<file path="config.mk">
export PLATFORM = sky130hd
export DESIGN_NAME = windowed_average_quadratic_calibration_top
export DESIGN_NICKNAME = d
export VERILOG_FILES = /design/src/sv/wacal_pkg.sv /design/src/sv/wacal_ram.sv /design/src/sv/windowed_average_quadratic_calibration_top.sv
export SDC_FILE = /design/constraint.sdc
export NUM_CORES = 2
export LEC_CHECK = 0
export ABC_AREA = 1
export ABC_CLOCK_PERIOD_IN_PS = 14980
export BUFFER_PORTS_ARGS = -buffer_cell sky130_fd_sc_hd__buf_2
export CORE_MARGIN = 2
export CORE_UTILIZATION = 62
export CTS_CLUSTER_DIAMETER = 30
export CTS_CLUSTER_SIZE = 16
export DETAILED_ROUTE_END_ITERATION = 10
export PLACE_DENSITY = 0.82
export SLEW_MARGIN = 40
export SYNTH_ARGS = -nofsm -noshare
export SYNTH_HDL_FRONTEND = slang
export SYNTH_SLANG_ARGS = --single-unit
</file>
<file path="constraint.sdc">
create_clock -name clock -period 14.98 [get_ports clock]
set_input_delay 2.996 -clock clock [delete_from_list [all_inputs] [get_ports clock]]
set_output_delay 2.996 -clock clock [all_outputs]
set_load 0.1 [all_outputs]
</file>
<file path="src/sv/wacal_pkg.sv">
// Package for the windowed average / quadratic calibration block.
// Sizes, register index codes and fixed constants; no dependencies.
package wacal_pkg;

   localparam int RING_DEPTH        = 30;
   localparam int SAMPLES_PER_LEVEL = 3;

   localparam int SAMPLE_W = 24;
   localparam int LEVEL_W  = 4;
   localparam int COEF_W   = 32;
   localparam int READ_W   = 32;
   localparam int CSR_IDX_W = 2;

   localparam int ADDR_W = $clog2(RING_DEPTH);
   localparam int FILL_W = $clog2(RING_DEPTH + 1);
   localparam int CMP_W  = (FILL_W > 6) ? FILL_W : 6;
   localparam int SUM_W  = SAMPLE_W + FILL_W;
   localparam int DCNT_W = $clog2(SUM_W + 1);
   localparam int MUL_W  = 32;
   localparam int PROD_W = 2 * MUL_W;
   localparam int ACC_W  = 57;

   // 999.99 degree in 1/256 degree
   localparam logic [SAMPLE_W-1:0] NO_DATA_VALUE = SAMPLE_W'(255997);

   localparam logic [CSR_IDX_W-1:0] REG_WINDOW_LEVEL = 2'd0;
   localparam logic [CSR_IDX_W-1:0] REG_OFFSET_COEF  = 2'd1;
   localparam logic [CSR_IDX_W-1:0] REG_LINEAR_COEF  = 2'd2;
   localparam logic [CSR_IDX_W-1:0] REG_SQUARE_COEF  = 2'd3;

   localparam logic [COEF_W-1:0] LINEAR_RESET = COEF_W'(65536);

endpackage

</file>
<file path="src/sv/wacal_ram.sv">
// Generic single-port-write, single-port-read RAM with registered read data.
// No dependencies.
module wacal_ram #(
   parameter int WIDTH = 8,
   parameter int DEPTH = 16
) (
   input  logic                     clock,
   input  logic                     wr_en,
   input  logic [$clog2(DEPTH)-1:0] wr_addr,
   input  logic [WIDTH-1:0]         wr_data,
   input  logic [$clog2(DEPTH)-1:0] rd_addr,
   output logic [WIDTH-1:0]         rd_data
);

   logic [WIDTH-1:0] mem [DEPTH];
   logic [WIDTH-1:0] rd_data_ff;

   always_ff @(posedge clock) begin
      if (wr_en) begin
         mem[wr_addr] <= wr_data;
      end
      rd_data_ff <= mem[rd_addr];
   end

   assign rd_data = rd_data_ff;

endmodule

</file>
<file path="src/sv/windowed_average_quadratic_calibration_top.sv">
// Top level: sample ring, window sum, serial divider and shared multiplier
// running the calibration a + b*x + c*x*x. Uses wacal_pkg and wacal_ram.
//
//   channel | signals                                     | direction
//   req     | req_valid/ready, req_mode, req_sample_value | in
//   rsp     | rsp_valid/ready, rsp_reading, rsp_no_data,  | out
//           | rsp_saturated                               |
//   csr     | csr_wr_en, csr_index, csr_wr_data           | in
//
// A read request makes one ring read per cycle over the window, then one
// quotient bit per cycle in the divider, then four passes of the multiplier.
// With no sample stored a read skips the sum and the divider and goes straight
// to the multiplier passes. No clearing pass after reset.
// The result sits in an output register, so req is ready again while it waits;
// a second read then holds at its final step, req not ready, until rsp is taken.
module windowed_average_quadratic_calibration_top
   import wacal_pkg::*;
(
   input  logic                        clock,
   input  logic                        reset,
   input  logic                        req_valid,
   output logic                        req_ready,
   input  logic                        req_mode,
   input  logic signed [SAMPLE_W-1:0]  req_sample_value,
   output logic                        rsp_valid,
   input  logic                        rsp_ready,
   output logic signed [READ_W-1:0]    rsp_reading,
   output logic                        rsp_no_data,
   output logic                        rsp_saturated,
   input  logic                        csr_wr_en,
   input  logic [CSR_IDX_W-1:0]        csr_index,
   input  logic [COEF_W-1:0]           csr_wr_data
);

   localparam logic [3:0] S_IDLE = 4'd0;
   localparam logic [3:0] S_SUM  = 4'd1;
   localparam logic [3:0] S_DIV  = 4'd2;
   localparam logic [3:0] S_CAL0 = 4'd3;
   localparam logic [3:0] S_CAL1 = 4'd4;
   localparam logic [3:0] S_CAL2 = 4'd5;
   localparam logic [3:0] S_CAL3 = 4'd6;
   localparam logic [3:0] S_CAL4 = 4'd7;
   localparam logic [3:0] S_CAL5 = 4'd8;
   localparam logic [3:0] S_OUT  = 4'd9;

   // configuration
   logic [LEVEL_W-1:0] level_ff;
   logic [COEF_W-1:0]  offset_ff, linear_ff, square_ff;

   // control
   logic [3:0]        state_ff, state_in;
   logic [FILL_W-1:0] fill_ff, fill_in;
   logic              wrapped_ff, wrapped_in;
   logic [FILL_W-1:0] left_ff, left_in;
   logic [FILL_W-1:0] cnt_ff, cnt_in;
   logic [ADDR_W-1:0] ptr_ff, ptr_in;
   logic              pend_ff, pend_in;
   logic [DCNT_W-1:0] dcnt_ff, dcnt_in;
   logic              rsp_valid_ff, rsp_valid_in;

   // datapath
   logic signed [ACC_W-1:0] acc_ff, acc_in;
   logic [FILL_W-1:0]       rem_ff, rem_in;
   logic [SUM_W-1:0]        quo_ff, quo_in;
   logic [SAMPLE_W-1:0]     xmag_ff, xmag_in;
   logic                    xneg_ff, xneg_in;
   logic                    nd_ff, nd_in;
   logic [PROD_W-1:0]       prod_ff, prod_in;
   logic [PROD_W-1:0]       sq_ff, sq_in;
   logic [SAMPLE_W-1:0]     lo_ff, lo_in;
   logic signed [READ_W-1:0] rd_out_ff, rd_out_in;
   logic                    nd_out_ff, nd_out_in;
   logic                    sat_out_ff, sat_out_in;

   // ring
   logic                wr_en;
   logic [ADDR_W-1:0]   wr_addr;
   logic [SAMPLE_W-1:0] ram_rd_data;

   // helpers
   logic [MUL_W-1:0]    op_a, op_b;
   logic [COEF_W-1:0]   bmag, cmag;
   logic                bneg, cneg;
   logic signed [ACC_W-1:0] a_term;
   logic [CMP_W-1:0]    win_raw, win_cap;
   logic [FILL_W-1:0]   win_cnt;
   logic [SUM_W-1:0]    sum_lo, sum_mag;
   logic [FILL_W:0]     shifted;
   logic                qbit;
   logic                sat_hi, sat_lo;

   wacal_ram #(
      .WIDTH (SAMPLE_W),
      .DEPTH (RING_DEPTH)
   ) u_ring (
      .clock   (clock),
      .wr_en   (wr_en),
      .wr_addr (wr_addr),
      .wr_data (req_sample_value),
      .rd_addr (ptr_ff),
      .rd_data (ram_rd_data)
   );

   assign req_ready     = (state_ff == S_IDLE);
   assign rsp_valid     = rsp_valid_ff;
   assign rsp_reading   = rd_out_ff;
   assign rsp_no_data   = nd_out_ff;
   assign rsp_saturated = sat_out_ff;

   assign wr_en   = req_valid && req_ready && !req_mode;
   assign wr_addr = (fill_ff >= FILL_W'(RING_DEPTH)) ? '0 : fill_ff[ADDR_W-1:0];

   assign bneg = linear_ff[COEF_W-1];
   assign cneg = square_ff[COEF_W-1];
   assign bmag = bneg ? (~linear_ff + COEF_W'(1)) : linear_ff;
   assign cmag = cneg ? (~square_ff + COEF_W'(1)) : square_ff;

   // offset / 256, truncated toward zero
   always_comb begin
      a_term = ACC_W'($signed(offset_ff) >>> 8);
      if (offset_ff[COEF_W-1] && (offset_ff[7:0] != 8'd0)) begin
         a_term = a_term + ACC_W'(1);
      end
   end

   // window length for the current level
   always_comb begin
      win_raw = CMP_W'(level_ff) * CMP_W'(SAMPLES_PER_LEVEL);
      win_cap = (win_raw > CMP_W'(RING_DEPTH)) ? CMP_W'(RING_DEPTH) : win_raw;
      win_cnt = win_cap[FILL_W-1:0];
      if (level_ff == '0) begin
         win_cnt = FILL_W'(1);
      end else if (!wrapped_ff && (win_cnt > fill_ff)) begin
         win_cnt = fill_ff;
      end
   end

   assign sum_lo  = acc_ff[SUM_W-1:0];
   assign sum_mag = sum_lo[SUM_W-1] ? (~sum_lo + SUM_W'(1)) : sum_lo;
   assign shifted = {rem_ff, quo_ff[SUM_W-1]};
   assign qbit    = (shifted >= {1'b0, cnt_ff});

   assign sat_hi = !acc_ff[ACC_W-1] && (acc_ff[ACC_W-2:READ_W-1] != '0);
   assign sat_lo = acc_ff[ACC_W-1] && (acc_ff[ACC_W-2:READ_W-1] != '1);

   // shared multiplier operand select
   always_comb begin
      op_a = '0;
      op_b = '0;
      case (state_ff)
         S_CAL0: begin
            op_a = bmag;
            op_b = MUL_W'(xmag_ff);
         end
         S_CAL1: begin
            op_a = MUL_W'(xmag_ff);
            op_b = MUL_W'(xmag_ff);
         end
         S_CAL2: begin
            op_a = cmag;
            op_b = MUL_W'(prod_ff[2*SAMPLE_W-1:24]);
         end
         S_CAL3: begin
            op_a = cmag;
            op_b = MUL_W'(lo_ff);
         end
         default: begin
            op_a = '0;
            op_b = '0;
         end
      endcase
   end

   always_comb begin
      state_in     = state_ff;
      fill_in      = fill_ff;
      wrapped_in   = wrapped_ff;
      left_in      = left_ff;
      cnt_in       = cnt_ff;
      ptr_in       = ptr_ff;
      pend_in      = 1'b0;
      dcnt_in      = dcnt_ff;
      rsp_valid_in = rsp_valid_ff && !rsp_ready;
      acc_in       = acc_ff;
      rem_in       = rem_ff;
      quo_in       = quo_ff;
      xmag_in      = xmag_ff;
      xneg_in      = xneg_ff;
      nd_in        = nd_ff;
      prod_in      = PROD_W'(op_a) * PROD_W'(op_b);
      sq_in        = sq_ff;
      lo_in        = lo_ff;
      rd_out_in    = rd_out_ff;
      nd_out_in    = nd_out_ff;
      sat_out_in   = sat_out_ff;

      case (state_ff)
         S_IDLE: begin
            if (req_valid) begin
               if (!req_mode) begin
                  fill_in = FILL_W'(wr_addr) + FILL_W'(1);
                  if (fill_ff >= FILL_W'(RING_DEPTH)) begin
                     wrapped_in = 1'b1;
                  end
               end else if (fill_ff == '0) begin
                  xmag_in  = NO_DATA_VALUE;
                  xneg_in  = 1'b0;
                  nd_in    = 1'b1;
                  state_in = S_CAL0;
               end else begin
                  nd_in    = 1'b0;
                  acc_in   = '0;
                  cnt_in   = win_cnt;
                  left_in  = win_cnt;
                  ptr_in   = ADDR_W'(fill_ff - FILL_W'(1));
                  state_in = S_SUM;
               end
            end
         end
         S_SUM: begin
            if (left_ff != '0) begin
               left_in = left_ff - FILL_W'(1);
               pend_in = 1'b1;
               ptr_in  = (ptr_ff == '0) ? ADDR_W'(RING_DEPTH - 1) : ptr_ff - ADDR_W'(1);
            end
            if (pend_ff) begin
               acc_in = acc_ff + {{(ACC_W-SAMPLE_W){ram_rd_data[SAMPLE_W-1]}}, ram_rd_data};
            end
            if ((left_ff == '0) && !pend_ff) begin
               xneg_in  = sum_lo[SUM_W-1];
               quo_in   = sum_mag;
               rem_in   = '0;
               dcnt_in  = DCNT_W'(SUM_W);
               state_in = S_DIV;
            end
         end
         S_DIV: begin
            rem_in  = qbit ? FILL_W'(shifted - {1'b0, cnt_ff}) : shifted[FILL_W-1:0];
            quo_in  = {quo_ff[SUM_W-2:0], qbit};
            dcnt_in = dcnt_ff - DCNT_W'(1);
            if (dcnt_ff == DCNT_W'(1)) begin
               xmag_in  = quo_in[SAMPLE_W-1:0];
               state_in = S_CAL0;
            end
         end
         S_CAL0: begin
            acc_in   = a_term;
            state_in = S_CAL1;
         end
         S_CAL1: begin
            if (bneg ^ xneg_ff) begin
               acc_in = acc_ff - ACC_W'(prod_ff[PROD_W-1:16]);
            end else begin
               acc_in = acc_ff + ACC_W'(prod_ff[PROD_W-1:16]);
            end
            state_in = S_CAL2;
         end
         S_CAL2: begin
            lo_in    = prod_ff[SAMPLE_W-1:0];
            state_in = S_CAL3;
         end
         S_CAL3: begin
            sq_in    = prod_ff;
            state_in = S_CAL4;
         end
         S_CAL4: begin
            sq_in    = sq_ff + (prod_ff >> 24);
            state_in = S_CAL5;
         end
         S_CAL5: begin
            if (cneg) begin
               acc_in = acc_ff - ACC_W'(sq_ff);
            end else begin
               acc_in = acc_ff + ACC_W'(sq_ff);
            end
            state_in = S_OUT;
         end
         S_OUT: begin
            if (!rsp_valid_ff || rsp_ready) begin
               rsp_valid_in = 1'b1;
               nd_out_in    = nd_ff;
               sat_out_in   = sat_hi || sat_lo;
               if (sat_hi) begin
                  rd_out_in = {1'b0, {(READ_W-1){1'b1}}};
               end else if (sat_lo) begin
                  rd_out_in = {1'b1, {(READ_W-1){1'b0}}};
               end else begin
                  rd_out_in = acc_ff[READ_W-1:0];
               end
               state_in = S_IDLE;
            end
         end
         default: begin
            state_in = S_IDLE;
         end
      endcase
   end

   always_ff @(posedge clock) begin
      if (reset) begin
         state_ff     <= S_IDLE;
         fill_ff      <= '0;
         wrapped_ff   <= 1'b0;
         left_ff      <= '0;
         cnt_ff       <= '0;
         ptr_ff       <= '0;
         pend_ff      <= 1'b0;
         dcnt_ff      <= '0;
         rsp_valid_ff <= 1'b0;
         level_ff     <= '0;
         offset_ff    <= '0;
         linear_ff    <= LINEAR_RESET;
         square_ff    <= '0;
      end else begin
         state_ff     <= state_in;
         fill_ff      <= fill_in;
         wrapped_ff   <= wrapped_in;
         left_ff      <= left_in;
         cnt_ff       <= cnt_in;
         ptr_ff       <= ptr_in;
         pend_ff      <= pend_in;
         dcnt_ff      <= dcnt_in;
         rsp_valid_ff <= rsp_valid_in;
         if (csr_wr_en) begin
            case (csr_index)
               REG_WINDOW_LEVEL: level_ff  <= csr_wr_data[LEVEL_W-1:0];
               REG_OFFSET_COEF:  offset_ff <= csr_wr_data;
               REG_LINEAR_COEF:  linear_ff <= csr_wr_data;
               REG_SQUARE_COEF:  square_ff <= csr_wr_data;
               default:          level_ff  <= level_ff;
            endcase
         end
      end
   end

   always_ff @(posedge clock) begin
      acc_ff     <= acc_in;
      rem_ff     <= rem_in;
      quo_ff     <= quo_in;
      xmag_ff    <= xmag_in;
      xneg_ff    <= xneg_in;
      nd_ff      <= nd_in;
      prod_ff    <= prod_in;
      sq_ff      <= sq_in;
      lo_ff      <= lo_in;
      rd_out_ff  <= rd_out_in;
      nd_out_ff  <= nd_out_in;
      sat_out_ff <= sat_out_in;
   end

endmodule
</file>
# Word-level counts from Yosys, hierarchy flattened
# Memory sizes are Yosys's and may differ from the RTL's. A register that Yosys moved wholly into a read port is not among the register bits.
# Cells that the tools add are included.
# word_totals
regBits,435
latchBits,0
ramBits,720
rom_bits,0
input_bits,64
output_inout_bits,36
memories,1
# mem_list
name,words,width,rd,rd_ports_with_merged_regs,write_ports,line,rtl
u_ring.mem,30,24,1,1,1,wacal_ram.sv:15,logic [WIDTH-1:0] mem [DEPTH];
# classes
add_sub_neg,16
multipliers,2
div,0
n_lt_le_gt_ge,4
n_eq_ne,23
n_shift,0
mux,60
n_bitwise,7
n_reduce_logical,48
# ops
op,count
two-way mux 57 bit,7
one-hot mux 57 bit (5 select lines),1
one-hot mux 64 bit (2 select lines),1
adder 57 bit,2
two-way mux 24 bit,4
two-way mux 32 bit,3
one-hot mux 32 bit (3 select lines),1
two-way mux 5 bit,16
one-hot mux 24 bit (3 select lines),1
adder 32 x 1 -> 32 bit (second input constant),2
adder 64 x 40 -> 64 bit,1
multiplier 32 x 32 -> 64 bit,1
inverter 32 bit,2
two-way mux 29 bit,2
one-hot mux 29 bit (2 select lines),1
adder 57 x 48 -> 57 bit,1
subtractor 57 x 48 -> 57 bit,1
subtractor 57 bit,1
one-hot mux 24 bit (2 select lines),1
one-hot mux 4 bit (10 select lines),1
one-hot mux 5 bit (2 select lines),4
adder 29 x 1 -> 29 bit (second input constant),1
inverter 29 bit,1
adder 24 x 2 -> 25 bit (second input constant),1
other kinds (39),103

# Logic depth before layout (Yosys ltp)
# logic_depth
word_depth,11
mapped_depth,41
depth_no_buf,41

# Hierarchy
# Synthesis repeated with hierarchy kept, for this count alone.
# unflattened
hier_cells,10428
hier_area_um2,86645.6
# by_module_without_submodules
module,n_inst,cells_per_inst,area_per_inst_um2,seq_area_each_um2
windowed_average_quadratic_calibration_top,1,7895,56775.7,10790.3
wacal_ram,1,2533,29869.9,22101.2

# Least setup slack after synthesis
# OpenSTA, ideal clock, no wires.
# synth_timing
path_type,input-to-reg
startpoint,input req_valid
endpoint,register acc_ff[0] (enable)
t_arrival_ps,8570
path_slack_ps,5797
path_stages,4
path_buffers,0
cell_sequence,nand2_1 -> inv_1 -> nor2_1 -> nor4_1
# synth_between
elab_chain_cells,2
# synth_lines
element,line,rtl
start: declaration,windowed_average_quadratic_calibration_top.sv:21,"input logic req_valid,"
inequality test 2 bit (no source line),-,
AND reduction 5 bit (no source line),-,
end signal: assignment,windowed_average_quadratic_calibration_top.sv:337,acc_ff <= acc_in;
end: declaration,windowed_average_quadratic_calibration_top.sv:62,"logic signed [ACC_W-1:0] acc_ff, acc_in;"
# No other way between the ends.
# A chain may end at the register's enable or synchronous reset.

# Worst setup path after layout
# layout_timing
startpoint,register state_ff[2]
endpoint,register prod_ff[53]
# layout_between
elab_chain_cells,4
word_cells_on_any_way,9
# layout_lines
element,line,rtl
start: declaration,windowed_average_quadratic_calibration_top.sv:51,"logic [3:0] state_ff, state_in;"
start signal: assignment,windowed_average_quadratic_calibration_top.sv:315,state_ff <= state_in;
equality test 4 x 3 -> 1 bit or equality test 4 x 2 -> 1 bit (tied branches),windowed_average_quadratic_calibration_top.sv:150,case (state_ff)
OR reduction 2 bit (no source line),-,
one-hot mux 32 bit (3 select lines) or one-hot mux 24 bit (3 select lines) (tied branches),windowed_average_quadratic_calibration_top.sv:150,
multiplier 32 x 32 -> 64 bit *,windowed_average_quadratic_calibration_top.sv:190,prod_in = PROD_W'(op_a) * PROD_W'(op_b);
net prod_in[53],windowed_average_quadratic_calibration_top.sv:68,"logic [PROD_W-1:0] prod_ff, prod_in;"
end signal: assignment,windowed_average_quadratic_calibration_top.sv:343,prod_ff <= prod_in;
end: declaration,windowed_average_quadratic_calibration_top.sv:68,
# Mark *: on every way through the listed nets, which the timed path passes. The rest lies on a longest branch.

==> metrics.txt <==
status completed; Post-Syn Nets 11,000; synthesized cell area 85,400 um2; Worst VDD drop 0.132 mV; initial antenna violation count 35; number of global-route vias before repair 75,700; Final TNS setup 0 ns; Synth top area share 33.5%; RSZ-0062 raised after global routing no; Design Power 16.2 mW; dpl cell area 87,700 um2; Min-Delay Path Class register to register; Num CTS Buffers 230; WL/cell 27.8 um; share of layout cells above drive strength 1 8.71%; Final setup violation count 0; sequential fraction of the synthesis area 38.5%; IO buf count 99; Worst slew margin 32.4%; pwr dens 168 nW/um2; Yosys Warn Count 0; detailed-route via count 77,800; CTS Root Cell clkbuf_16; Post-DP HPWL 237 mm; clk buf depth 3; Critical Path RT 15.63 ns; worst hold stages 0; core area 137,000 um2; post-CTS sizing 0; Leak 42.2 nW; startpoint types register; clock latency on the worst-skew pair 0.88 ns; initial core utilization 62.3%; top post-synthesis cells by area edfxtp_1 33%, fa_1 16%, nand2_1 8.3%; Async S/R FF share, synth 0%; critical path type register to register; Die H 375 um; most frequent cells in the layout 1,895 x nand2_1, 1,571 x inv_1, 1,173 x nor2_1; critical path endpoint category register; WL final 335 mm; Clock H-tree levels 4; clock skew 0.106 ns; clk slew on worst S/H paths 0.05 ns; Mean Syn Cell Area 8.57 um2; post-CTS setup buffer count 0; via/cell ratio 6.45; initial drt markers 12,300; largest net degree at the start of global routing 149; Fmax 98.9 MHz; # rows 136; global-route usage over all layers 46.9%; first-pass GRT wire length 487 mm; Design Area, Final 96,400 um2; area added between synthesis and finish 12.9%; EDFF count, synth 952; Hold-fix buffers, CTS 0; Worst Reg-to-Reg Cells 31; Mapped Cells 9,962; worst slew pin tran 1.01 ns; most common cell after layout, fill and taps aside nand2_1; Yosys top cell by area edfxtp_1; # Max-Cap Violations 0; die area 141,000 um2; TritonCTS clock tree done; fin nets 11,100; die width 375 um; Top Ports 100; placer congestion estimate 1.07; minimum clock period 10.11 ns; Max Slew Vio Count 0; Fin. Hold Viols 0; crit path DAT 10.76 ns; Netlist cell types 78; most used flip-flop cell after synthesis edfxtp_1; Routed Antenna Nets 0; Worst path slowest cell nor4_1; Final period util 67.5%; Overflow after GRT 0; TritonCTS Sinks 1,167; drt pass-1 iters 7; # DRC 0; CP Max Fanout 28; slowest stage delay, CP 0.77 ns; synthesized flop and latch total 1,167
## worst paths after layout
path | end | slack (ns) | from
worst max-delay path | prod_ff[53] | 4.87 | state_ff[2]
worst min-delay path | lo_ff[1] | 0.41 | prod_ff[1]
worst max register to register | prod_ff[53] | 4.87 | state_ff[2]
worst min register to register | lo_ff[1] | 0.41 | prod_ff[1]
## through the flow
stage               setup slack [ns]  hold slack (ns)  utilization [%]  instances
finish                          4.87            0.412             70.3      12100
global route                    4.58            0.433             70.3      12000
CTS                             5.19            0.418             70.2      12000
detailed placement              5.34            0.444             64.0      11600
global placement                5.03            0.433             63.8      11600
floorplan                       5.80            0.400                -       9962
## power breakdown
| group | switching, mW | internal, mW |
|---|---|---|
| logic | 4.53 | 1.62 |
| registers | 0.468 | 3.95 |
| clock network | 1.98 | 3.64 |
## flip-flops by register name, indices dropped and copies added, names as in the netlist, 24 cells and up
register        cells
linear_ff          32
rsp_reading        32
acc_ff             57
xmag_ff            24
u_ring.mem        720
quo_ff             29
u_ring.rd_data     24
square_ff          32
prod_ff            59
sq_ff              57
lo_ff              24
offset_ff          32
## kinds of logic (layout without fill, tap and decap cells)
logic type                 after synthesis  after routing  share of synthesized area (%)
AOI/OAI and AO/OA                     1829           1829                           12.1
xor gates and xnor gates               150            150                           1.56
adders and majority gates              985            985                           20.3
buffers and inverters                 2019           2306                           9.27
DFF                                   1167           1167                           38.5
muxes                                    1              1                         0.0117
other                                    0             18                              0
and+or+nand+nor                       3811           3811                           18.3
## per-layer routing
layer | GRT usage, % | share of wire [%] | up-vias
li1 | - | - | 32700
met1 | 62.0 | 36 | 37000
met2 | 70.2 | 43 | 6710
met3 | 14.3 | 15 | 1363
met4 | 23.8 | 6.4 | 28
met5 | 0 | 0.055 | -
## final cells by class
cell class	count	area, um2
Sequential cell	1167	32900
Clock inverter	177	2520
Inverter	1627	6130
Antenna cell	18	45.0
Tap cell	1794	2240
Clock buffer	263	6030
Timing Repair Buffer	239	1650
Multi-Input combinational cell	6776	44900
Fill cell	10100	40700
## critical path: cells and delay by family, from the launching register on
| family | cells | cell delay (ns) |
|---|---|---|
| buffers and inverters | 9 | 1.36 |
| adders and majority gates | 8 | 3.82 |
| DFF | 1 | 0.43 |
| and+or+nand+nor | 13 | 3.76 |
| xor gates and xnor gates | 1 | 0.43 |
## Yosys cell counts, types with 7 or more instances
| library cell | n |
|---|---|
| a211oi_1 | 11 |
| a21boi_0 | 10 |
| a21o_1 | 22 |
| a21oi_1 | 475 |
| a21oi_2 | 19 |
| a221oi_1 | 28 |
| a31oi_1 | 39 |
| a41oi_1 | 14 |
| and2_1 | 11 |
| buf_1 | 17 |
| buf_2 | 101 |
| buf_4 | 17 |
| clkbuf_1 | 243 |
| clkbuf_8 | 8 |
| dfxtp_1 | 215 |
| edfxtp_1 | 952 |
| fa_1 | 664 |
| ha_1 | 321 |
| inv_1 | 1575 |
| inv_2 | 42 |
| nand2_1 | 1897 |
| nand2_2 | 17 |
| nand3_1 | 356 |
| nand3_2 | 7 |
| nand3b_1 | 12 |
| nand4_1 | 76 |
| nor2_1 | 1208 |
| nor2_2 | 17 |
| nor3_1 | 114 |
| nor4_1 | 37 |
| o211ai_1 | 15 |
| o211ai_2 | 8 |
| o21a_1 | 10 |
| o21ai_0 | 892 |
| o21ai_1 | 31 |
| o21bai_1 | 21 |
| o221ai_1 | 51 |
| o22ai_1 | 137 |
| o31ai_1 | 12 |
| or2_2 | 27 |
| xnor2_1 | 44 |
| xor2_1 | 104 |
Power figures use the tool's default switching activity.
